[src/mer_pkg.sv]
// ----------------------------------------------------------------------------
// mer_pkg
// Shared constants and types for the midpoint ellipse rasterizer.
// ----------------------------------------------------------------------------
package mer_pkg;

  // Default geometry
  localparam int CoordBitsDef = 12;
  localparam int AxisBitsDef  = 10;

  // Decision variable width
  localparam int DecBits = 48;

  // Result slots per step (four mirrored points at most)
  localparam int ResSlots = 4;

  // Configuration port
  localparam int CfgAddrBits = 5;
  localparam int CfgDataBits = 32;
  localparam int ColourBits  = 8;

  typedef enum logic [2:0] {
    CFG_CENTER_X = 3'd0,
    CFG_CENTER_Y = 3'd1,
    CFG_AXIS_A   = 3'd2,
    CFG_AXIS_B   = 3'd3,
    CFG_FILL     = 3'd4,
    CFG_COLOUR   = 3'd5
  } cfg_reg_e;

  // Walk region of the first quadrant
  typedef enum logic [1:0] {
    REG_ONE  = 2'd0,
    REG_TWO  = 2'd1,
    REG_DONE = 2'd2
  } region_e;

endpackage

[src/midpoint_ellipse_rasterizer.sv]
// Flow: an input transaction is registered, then processed once the result buffer is free,
//   and processing registers its results in that buffer; a restart gives no result.
// Throughput: one result per cycle through the single result port unless it is stalled,
//   four per advance tick in outline, two in filled mode; restarts every cycle when idle.
// Reset: walk region to done, config, square and walk registers zero, buffer empty.
// ----------------------------------------------------------------------------
// midpoint_ellipse_rasterizer
// Midpoint ellipse walker with an APB-style register port; each advance tick
// emits four mirrored points or two horizontal spans.
// ----------------------------------------------------------------------------
module midpoint_ellipse_rasterizer #(
  parameter int COORD_BITS = mer_pkg::CoordBitsDef,
  parameter int AXIS_BITS  = mer_pkg::AxisBitsDef
) (
  input  logic                                   clk_i,
  input  logic                                   rst_ni,
  // configuration port
  input  logic                                   psel,
  input  logic                                   penable,
  input  logic                                   pwrite,
  input  logic [mer_pkg::CfgAddrBits-1:0]        paddr,
  input  logic [mer_pkg::CfgDataBits-1:0]        pwdata,
  output logic [mer_pkg::CfgDataBits-1:0]        prdata,
  output logic                                   pready,
  // input channel
  input  logic                                   in_valid_i,
  output logic                                   in_stall_o,
  input  logic                                   restart_i,
  // result channel
  output logic                                   out_valid_o,
  input  logic                                   out_stall_i,
  output logic signed [COORD_BITS-1:0]           x_left_o,
  output logic signed [COORD_BITS-1:0]           x_right_o,
  output logic signed [COORD_BITS-1:0]           y_coord_o,
  output logic [mer_pkg::ColourBits-1:0]         colour_out_o,
  output logic                                   last_of_step_o,
  output logic                                   ellipse_done_o
);

  localparam int SqBits  = 2 * AXIS_BITS;
  localparam int DecBits = mer_pkg::DecBits;
  localparam int Slots   = mer_pkg::ResSlots;
  localparam int CntBits = $clog2(Slots + 1);
  localparam int KBits   = AXIS_BITS + 3;               // 4*axis-1
  localparam int PwC     = SqBits + COORD_BITS + 1;     // square * coord
  localparam int PwO     = SqBits + COORD_BITS + 2;     // square * (2*coord+1)
  localparam int PwK     = SqBits + KBits + 1;          // square * (4*axis-1)
  localparam int DW      = mer_pkg::CfgDataBits;

  // --------------------------------------------------------------------------
  // Configuration registers
  // --------------------------------------------------------------------------
  logic signed [COORD_BITS-1:0] cx_q, cy_q;
  logic [AXIS_BITS-1:0]         ax_q, bx_q;
  logic [SqBits-1:0]            sqa_q, sqb_q;
  logic                         fill_q;
  logic [mer_pkg::ColourBits-1:0] colour_q;
  logic                         cfg_wr;
  logic [AXIS_BITS-1:0]         wr_axis;

  assign pready  = 1'b1;
  assign cfg_wr  = psel & penable & pwrite;
  assign wr_axis = pwdata[AXIS_BITS-1:0];

  always_ff @(posedge clk_i or negedge rst_ni) begin
    if (!rst_ni) begin
      cx_q     <= '0;
      cy_q     <= '0;
      ax_q     <= '0;
      bx_q     <= '0;
      sqa_q    <= '0;
      sqb_q    <= '0;
      fill_q   <= 1'b0;
      colour_q <= '0;
    end else if (cfg_wr) begin
      case (mer_pkg::cfg_reg_e'(paddr[4:2]))
        mer_pkg::CFG_CENTER_X: cx_q <= pwdata[COORD_BITS-1:0];
        mer_pkg::CFG_CENTER_Y: cy_q <= pwdata[COORD_BITS-1:0];
        mer_pkg::CFG_AXIS_A: begin
          ax_q  <= wr_axis;
          // keep the square ready for the next restart
          sqa_q <= SqBits'(wr_axis) * SqBits'(wr_axis);
        end
        mer_pkg::CFG_AXIS_B: begin
          bx_q  <= wr_axis;
          sqb_q <= SqBits'(wr_axis) * SqBits'(wr_axis);
        end
        mer_pkg::CFG_FILL:   fill_q   <= pwdata[0];
        mer_pkg::CFG_COLOUR: colour_q <= pwdata[mer_pkg::ColourBits-1:0];
        default: ;
      endcase
    end
  end

  always_comb begin
    case (mer_pkg::cfg_reg_e'(paddr[4:2]))
      mer_pkg::CFG_CENTER_X: prdata = DW'({{DW{1'b0}}, cx_q});
      mer_pkg::CFG_CENTER_Y: prdata = DW'({{DW{1'b0}}, cy_q});
      mer_pkg::CFG_AXIS_A:   prdata = DW'({{DW{1'b0}}, ax_q});
      mer_pkg::CFG_AXIS_B:   prdata = DW'({{DW{1'b0}}, bx_q});
      mer_pkg::CFG_FILL:     prdata = DW'({{DW{1'b0}}, fill_q});
      mer_pkg::CFG_COLOUR:   prdata = DW'({{DW{1'b0}}, colour_q});
      default:               prdata = '0;
    endcase
  end

  // --------------------------------------------------------------------------
  // Input register and buffer handshake
  // --------------------------------------------------------------------------
  logic               in_vld_q, restart_q;
  logic [CntBits-1:0] cnt_q;
  logic               out_take, buf_free, proc, load;

  assign out_valid_o = (cnt_q != '0);
  assign out_take    = out_valid_o & ~out_stall_i;
  assign buf_free    = (cnt_q == '0) || ((cnt_q == CntBits'(1)) && out_take);
  assign proc        = in_vld_q & buf_free;
  assign in_stall_o  = in_vld_q & ~buf_free;

  always_ff @(posedge clk_i or negedge rst_ni) begin
    if (!rst_ni) begin
      in_vld_q <= 1'b0;
    end else if (!in_stall_o) begin
      in_vld_q <= in_valid_i;
    end
  end

  always_ff @(posedge clk_i) begin
    if (in_valid_i && !in_stall_o) begin
      restart_q <= restart_i;
    end
  end

  // --------------------------------------------------------------------------
  // Walk state
  // --------------------------------------------------------------------------
  logic signed [COORD_BITS-1:0] sx_q, sy_q, sx_d, sy_d;
  logic signed [DecBits-1:0]    dec_q, dec_d;
  logic [SqBits-1:0]            a2_q, b2_q, a2_d, b2_d;
  mer_pkg::region_e             region_q, region_d;

  logic                         dec_neg, in_one, active, stay;
  logic signed [COORD_BITS-1:0] nx, ny, ax_c, bx_c;
  logic signed [PwC-1:0]        m_ay, m_bx;
  logic signed [PwO-1:0]        m_ayo, m_bxo;
  logic signed [PwK-1:0]        m_k;
  logic signed [KBits-1:0]      k_op;
  logic [SqBits-1:0]            sq_op, sq_sub;
  logic signed [DecBits-1:0]    e_ay, e_bx, e_ayo, e_bxo, e_k, d_one, d_two, d_init;

  assign dec_neg = dec_q[DecBits-1];
  assign in_one  = (region_q == mer_pkg::REG_ONE);
  assign active  = (region_q == mer_pkg::REG_ONE) || (region_q == mer_pkg::REG_TWO);
  assign ax_c    = COORD_BITS'({{COORD_BITS{1'b0}}, ax_q});
  assign bx_c    = COORD_BITS'({{COORD_BITS{1'b0}}, bx_q});

  // Region one always steps x, region two always steps y
  assign nx = in_one ? sx_q + 1'b1 : (dec_neg ? sx_q - 1'b1 : sx_q);
  assign ny = in_one ? (dec_neg ? sy_q - 1'b1 : sy_q) : sy_q + 1'b1;

  assign m_ay  = $signed({1'b0, a2_q}) * ny;
  assign m_bx  = $signed({1'b0, b2_q}) * nx;
  assign m_ayo = $signed({1'b0, a2_q}) * $signed({ny, 1'b1});
  assign m_bxo = $signed({1'b0, b2_q}) * $signed({nx, 1'b1});

  // Shared start-of-region multiplier: restart or switch into region two
  assign sq_op  = restart_q ? sqa_q : b2_q;
  assign sq_sub = restart_q ? sqb_q : a2_q;
  assign k_op   = restart_q ? $signed({1'b0, bx_q, 2'b00}) - KBits'(1)
                            : $signed({1'b0, ax_q, 2'b00}) - KBits'(1);
  assign m_k    = $signed({1'b0, sq_op}) * k_op;

  assign e_ay  = $signed({{(DecBits-PwC){m_ay[PwC-1]}}, m_ay});
  assign e_bx  = $signed({{(DecBits-PwC){m_bx[PwC-1]}}, m_bx});
  assign e_ayo = $signed({{(DecBits-PwO){m_ayo[PwO-1]}}, m_ayo});
  assign e_bxo = $signed({{(DecBits-PwO){m_bxo[PwO-1]}}, m_bxo});
  assign e_k   = $signed({{(DecBits-PwK){m_k[PwK-1]}}, m_k});

  assign d_one  = dec_q - (e_bxo <<< 2) + (dec_neg ? (e_ay <<< 3) : '0);
  assign d_two  = dec_q - (e_ayo <<< 2) + (dec_neg ? (e_bx <<< 3) : '0);
  assign d_init = e_k - $signed({{(DecBits-SqBits-2){1'b0}}, sq_sub, 2'b00});

  assign stay = in_one ? (m_ay >= m_bx) : (m_ay <= m_bx);

  always_comb begin
    sx_d     = sx_q;
    sy_d     = sy_q;
    dec_d    = dec_q;
    a2_d     = a2_q;
    b2_d     = b2_q;
    region_d = region_q;
    if (proc) begin
      if (restart_q) begin
        a2_d     = sqa_q;
        b2_d     = sqb_q;
        sx_d     = '0;
        sy_d     = bx_c;
        dec_d    = d_init;
        region_d = mer_pkg::REG_ONE;
      end else begin
        case (region_q)
          mer_pkg::REG_ONE: begin
            if (stay) begin
              sx_d  = nx;
              sy_d  = ny;
              dec_d = d_one;
            end else begin
              // switch to region two from (a, 0)
              sx_d     = ax_c;
              sy_d     = '0;
              dec_d    = d_init;
              region_d = mer_pkg::REG_TWO;
            end
          end
          mer_pkg::REG_TWO: begin
            sx_d  = nx;
            sy_d  = ny;
            dec_d = d_two;
            if (!stay) begin
              region_d = mer_pkg::REG_DONE;
            end
          end
          default: region_d = mer_pkg::REG_DONE;
        endcase
        if (a2_q == '0 && b2_q == '0) begin
          region_d = mer_pkg::REG_DONE;
        end
      end
    end
  end

  always_ff @(posedge clk_i or negedge rst_ni) begin
    if (!rst_ni) begin
      sx_q     <= '0;
      sy_q     <= '0;
      dec_q    <= '0;
      a2_q     <= '0;
      b2_q     <= '0;
      region_q <= mer_pkg::REG_DONE;
    end else begin
      sx_q     <= sx_d;
      sy_q     <= sy_d;
      dec_q    <= dec_d;
      a2_q     <= a2_d;
      b2_q     <= b2_d;
      region_q <= region_d;
    end
  end

  // --------------------------------------------------------------------------
  // Result buffer: entry 0 drives the port, shift down on each take
  // --------------------------------------------------------------------------
  logic signed [COORD_BITS-1:0]   xp, xm, yp, ym;
  logic                           step_done;
  logic signed [COORD_BITS-1:0]   xl_n [Slots];
  logic signed [COORD_BITS-1:0]   xr_n [Slots];
  logic signed [COORD_BITS-1:0]   yc_n [Slots];
  logic [Slots-1:0]               last_n;
  logic [CntBits-1:0]             n_res;
  logic signed [COORD_BITS-1:0]   xl_q [Slots];
  logic signed [COORD_BITS-1:0]   xr_q [Slots];
  logic signed [COORD_BITS-1:0]   yc_q [Slots];
  logic [mer_pkg::ColourBits-1:0] col_q [Slots];
  logic [Slots-1:0]               last_q, done_q;

  assign xp        = cx_q + sx_q;
  assign xm        = cx_q - sx_q;
  assign yp        = cy_q + sy_q;
  assign ym        = cy_q - sy_q;
  assign step_done = (region_d == mer_pkg::REG_DONE);
  assign load      = proc & ~restart_q & active;

  always_comb begin
    if (fill_q) begin
      xl_n   = '{xm, xm, xm, xm};
      xr_n   = '{xp, xp, xp, xp};
      yc_n   = '{yp, ym, yp, ym};
      last_n = Slots'(2);
      n_res  = CntBits'(2);
    end else begin
      xl_n   = '{xp, xp, xm, xm};
      xr_n   = '{xp, xp, xm, xm};
      yc_n   = '{yp, ym, yp, ym};
      last_n = Slots'(8);
      n_res  = CntBits'(Slots);
    end
  end

  always_ff @(posedge clk_i) begin
    if (load) begin
      for (int i = 0; i < Slots; i++) begin
        xl_q[i]   <= xl_n[i];
        xr_q[i]   <= xr_n[i];
        yc_q[i]   <= yc_n[i];
        col_q[i]  <= colour_q;
        last_q[i] <= last_n[i];
        done_q[i] <= step_done;
      end
    end else if (out_take) begin
      for (int i = 0; i < Slots - 1; i++) begin
        xl_q[i]   <= xl_q[i+1];
        xr_q[i]   <= xr_q[i+1];
        yc_q[i]   <= yc_q[i+1];
        col_q[i]  <= col_q[i+1];
        last_q[i] <= last_q[i+1];
        done_q[i] <= done_q[i+1];
      end
    end
  end

  always_ff @(posedge clk_i or negedge rst_ni) begin
    if (!rst_ni) begin
      cnt_q <= '0;
    end else if (load) begin
      cnt_q <= n_res;
    end else if (out_take) begin
      cnt_q <= cnt_q - 1'b1;
    end
  end

  assign x_left_o       = xl_q[0];
  assign x_right_o      = xr_q[0];
  assign y_coord_o      = yc_q[0];
  assign colour_out_o   = col_q[0];
  assign last_of_step_o = last_q[0];
  assign ellipse_done_o = done_q[0];

  // --------------------------------------------------------------------------
  // Assertions
  // --------------------------------------------------------------------------
  a_cnt_range: assert property (@(posedge clk_i) disable iff (!rst_ni)
    cnt_q <= CntBits'(Slots))
    else $error("result count out of range");

  a_load_empty: assert property (@(posedge clk_i) disable iff (!rst_ni)
    load |-> (cnt_q == '0) || ((cnt_q == CntBits'(1)) && out_take))
    else $error("buffer reloaded while results pending");

  a_last_single: assert property (@(posedge clk_i) disable iff (!rst_ni)
    (out_valid_o && last_of_step_o) |-> (cnt_q == CntBits'(1)))
    else $error("last flag not on final buffered result");

  a_restart_region: assert property (@(posedge clk_i) disable iff (!rst_ni)
    (proc && restart_q) |=> (region_q == mer_pkg::REG_ONE))
    else $error("restart did not enter region one");

  a_done_holds: assert property (@(posedge clk_i) disable iff (!rst_ni)
    ((region_q == mer_pkg::REG_DONE) && !(proc && restart_q)) |=>
      (region_q == mer_pkg::REG_DONE))
    else $error("finished walk resumed without restart");

endmodule
[config.mk]
export PLATFORM = sky130hd
export DESIGN_NAME = midpoint_ellipse_rasterizer
export DESIGN_NICKNAME = d
export VERILOG_FILES = /design/src/mer_pkg.sv /design/src/midpoint_ellipse_rasterizer.sv
export SDC_FILE = /design/constraint.sdc
export NUM_CORES = 2
export LEC_CHECK = 0
export BUFFER_PORTS_ARGS = -buffer_cell sky130_fd_sc_hd__buf_2
export CAP_MARGIN = 40
export CORE_MARGIN = 2
export CORE_UTILIZATION = 69
export DETAILED_ROUTE_END_ITERATION = 12
export GPL_TIMING_DRIVEN = 0
export HOLD_SLACK_MARGIN = 0.08
export PLACE_DENSITY = 0.88
export SLEW_MARGIN = 20
export SYNTH_ARGS = -nofsm -noshare
export SYNTH_HDL_FRONTEND = slang
export SYNTH_SLANG_ARGS = --single-unit
[constraint.sdc]
create_clock -name clk_i -period 21.6 [get_ports clk_i]
set_input_delay 2.16 -clock clk_i [delete_from_list [all_inputs] [get_ports clk_i]]
set_output_delay 2.16 -clock clk_i [all_outputs]
set_load 0.1 [all_outputs]
==> results.md <==
* Hold_sp: sqa_q[17]$_DFFE_PN0P_
* Clock Pin Slew Worst Setup and Hold Paths at 0.07 ns
* Max Root-Sink Buffers at 3
* Critical path required time at ~22 ns
* Synthesized area at 0.0597 sq mm
* Area Overhead vs Synth at 6.33%
* RSZ-0062 raised after global routing: no
* Clk sink count at about 390
* Failing checks: DRC
* Net count, final at between 8000 and 9000
* Core Area at 0.0854 sq mm
* Kind of cell adding the most delay to the critical path: adder cells
* Num rows at around 110
* Filler cell count at 6103
* Max cap viols at 0
* Crit path time final at between 10 and 15 ns
* PortBufs at 81
* Final setup fails at 0
* Synth Flop Type: dfrtp_1
* CTS Hold Bufs at 0
* Routed wire length at slightly below 200 mm
* Max Transition Viols Final at 0
* Root buf cell: clkbuf_16
* Mapped Cells at approximately 6500
* Fin Setup TNS at 0 ns
* DRT iter0 DRCs at 5611
* Die height at around 300 um
* IO Pins at 126
* Worst hold stages at 2
* Synth Register Bits at around 390
* CTS tree: done
* Grt ovf at 0
* Worst-Skew Late Latency at 0.56 ns
* Via density at about 6.3
* RR Startpoint: region_q[1]$_DFF_PN1_
* Final Skew at ~0.016 ns
* Setup Crit Path Kind: flip-flop to flip-flop
* Share of cells above drive strength 1 at a little over 6%
* Max Freq at 69.5 MHz
* R2R cell count at 40
* Gr usage total at between 40 and 50%
* Largest net degree at the start of global routing at between 80 and 90
* Design Area, Final at roughly 0.063 sq mm
* WHS at around 0.49 ns
* WP buf/inv at 7
* Worst Max-Slew Pin Slew at about 1 ns
* Max Fanout on Critical Path at 10
* Cts repair resizes at 0
* Worst EP arrival at approximately 15 ns
* CP endpoint: dec_q[6]$_DFFE_PN0P_
* Initial Util at between 60% and 70%
* Final HPWL DP at 160 mm
* FF-to-FF setup slack at about 7.2 ns
* Reg area at around 0.011 sq mm
* Critical path depth at 40
* Post-synthesis sequential area ratio at between 10% and 20%
* Status: finished, violations left
* Nature of the critical path endpoint: flip-flop
* First-pass detailed-route iteration total at 9
* Unique masters post-synth at 86
* Vias at approximately 50000
* Final GP Congestion at roughly 1.1
* Vias in the first global route at 50926
* Final period util at between 60% and 70%
* Clock buffer count from CTS at 36
* Crit-path slowest cell: nor3_1
* Drt drc at 2
* Final hold vios at 0
* Die area at roughly 0.089 sq mm
* Mean Syn Cell Area at ~9.2 sq um
* Die W at between 200 and 300 um
* R2r endpoint: dec_q[6]$_DFFE_PN0P_
* Post-synth EDFFs at ~180
* Post-CTS Setup Inserts at 0
* Worst min path class: flip-flop to flip-flop
* Synth async-reset ratio at 53.0%
* Startpoint types: flip-flop
* Area of the multi-input gates at between 0.04 and 0.05 sq mm
* Remaining antenna violation count after routing at 0
* Crit path from: region_q[1]$_DFF_PN1_
* CP max stage delay at roughly 0.74 ns
* Area after DPL at 0.0620 sq mm
* Ys Warns at 0
* Max_slew headroom at a little over a third
* Routed len/inst at between 20 and 25 um
* First-pass GRT wire length at between 200 and 300 mm
* H-tree Lvls at 2
* Antenna violations before repair at 7
[worst min-delay path by stage]
stage / slack (ns) / to
floorplan: 0.45 / a2_q[17]$_DFFE_PN0P_
CTS: 0.49 / a2_q[17]$_DFFE_PN0P_
global route: 0.52 / a2_q[17]$_DFFE_PN0P_
finish: 0.49 / a2_q[17]$_DFFE_PN0P_
detailed placement: 0.48 / a2_q[17]$_DFFE_PN0P_
global placement: 0.47 / b2_q[9]$_DFFE_PN0P_
[logic make-up (layout without fill, tap and decap cells)]
group | count (synthesis) | after routing | share of synthesized area [%]
compound gates | 1032 | 1032 | 11.2
flops | 385 | 385 | 17.7
simple gates | 1812 | 1812 | 13.7
other cells | 2 | 31 | 0.0126
buf+inv | 1346 | 1539 | 8.88
mux | 151 | 151 | 2.86
xor+xnor | 298 | 298 | 4.40
fa+ha+maj | 1479 | 1479 | 41.4
[Yosys cell counts (all sizes together), types with 6 or more instances]
cell / n / share of area, %
nor4: 18 / 0.19
xnor2: 184 / 2.7
dfrtp: 203 / 8.5
a21oi: 280 / 2.4
nor2b: 38 / 0.40
nand4: 32 / 0.34
and3: 36 / 0.38
ha: 656 / 14
nand2: 904 / 5.7
or3: 20 / 0.21
nand3: 48 / 0.40
inv: 1038 / 6.5
nand3b: 6 / 0.075
buf: 79 / 0.91
a31oi: 38 / 0.41
clkinv: 17 / 0.11
a221oi: 13 / 0.19
o21a: 84 / 1.1
nor3: 74 / 0.62
a21boi: 12 / 0.15
nor2: 321 / 2.0
mux2: 98 / 1.8
o21bai: 55 / 0.69
a21o: 126 / 1.6
o22ai: 21 / 0.22
a211oi: 21 / 0.26
a22o: 9 / 0.13
a311oi: 6 / 0.088
o31ai: 12 / 0.16
o21ai: 224 / 1.9
o221ai: 17 / 0.25
and2: 231 / 2.4
xor2: 113 / 1.7
a22oi: 23 / 0.29
mux2i: 47 / 0.79
clkbuf: 212 / 1.3
fa: 823 / 28
or2: 21 / 0.22
o211ai: 19 / 0.24
nand2b: 51 / 0.53
a2111oi: 7 / 0.14
edfxtp: 181 / 9.1
a211o: 9 / 0.13
o41ai: 9 / 0.13
mux4: 6 / 0.23
[stage by stage]
stage,cells,setup slack (ns),util (%)
after floorplan,6525,10.92,-
after global placement,7750,7.71,72.1
after detailed placement,7784,8.00,72.6
after CTS,7848,7.88,74.1
after global routing,7862,7.10,74.3
final,7871,7.20,74.3
[per-layer routing]
layer	up-vias	wire (um)	track usage, %
li1	21357	-	-
met1	24344	71700	57.6
met2	3314	85800	67.9
met3	802	22300	10.2
met4	6	13900	24.9
met5	-	40	0
[cell type report]
class / instances / share of cell area (%)
Multi-Input combinational cell: 4794 / 69.3
Antenna cell: 9 / 0.0355
Tap cell: 1144 / 2.26
Clock inverter: 23 / 0.524
Inverter: 1055 / 6.24
Buffer: 291 / 2.11
Timing Repair Buffer: 129 / 1.48
Clock buffer: 41 / 1.45
Sequential cell: 385 / 16.6
[cells in the final DEF (no fill, tap or decap), drive strengths merged, types with 27 or more instances in the layout]
| cell | instances |
|---|---|
| nor2b | 38 |
| and2 | 231 |
| a31oi | 38 |
| dfrtp | 203 |
| o21a | 84 |
| nand2 | 904 |
| nand4 | 32 |
| and3 | 36 |
| fa | 823 |
| nor2 | 321 |
| a21o | 126 |
| o21ai | 224 |
| o21bai | 55 |
| nand2b | 51 |
| xor2 | 113 |
| mux2 | 98 |
| clkinv | 27 |
| xnor2 | 184 |
| ha | 656 |
| nor3 | 74 |
| buf | 205 |
| nand3 | 48 |
| mux2i | 47 |
| inv | 1040 |
| a21oi | 280 |
| clkbuf | 256 |
| edfxtp | 181 |
[tightest hold or removal path: cells and delay by family, from the launching register on]
family | cells | cell delay, ns
DFF | 1 | 0.36
and+or+nand+nor | 2 | 0.11
[state kept, by name (all words and copies together), names as in the netlist, 8 cells and up]
signal	flops
a2_q	19
ax_q	10
b2_q	19
bx_q	10
col_q	32
colour_q	8
cx_q	12
cy_q	12
dec_q	47
sqa_q	18
sqb_q	18
sx_q	12
sy_q	12
xl_q	44
xr_q	48
yc_q	48
Power is not shown: default switching activity piles up to over one toggle a cycle in this logic, so the estimate is an artifact.
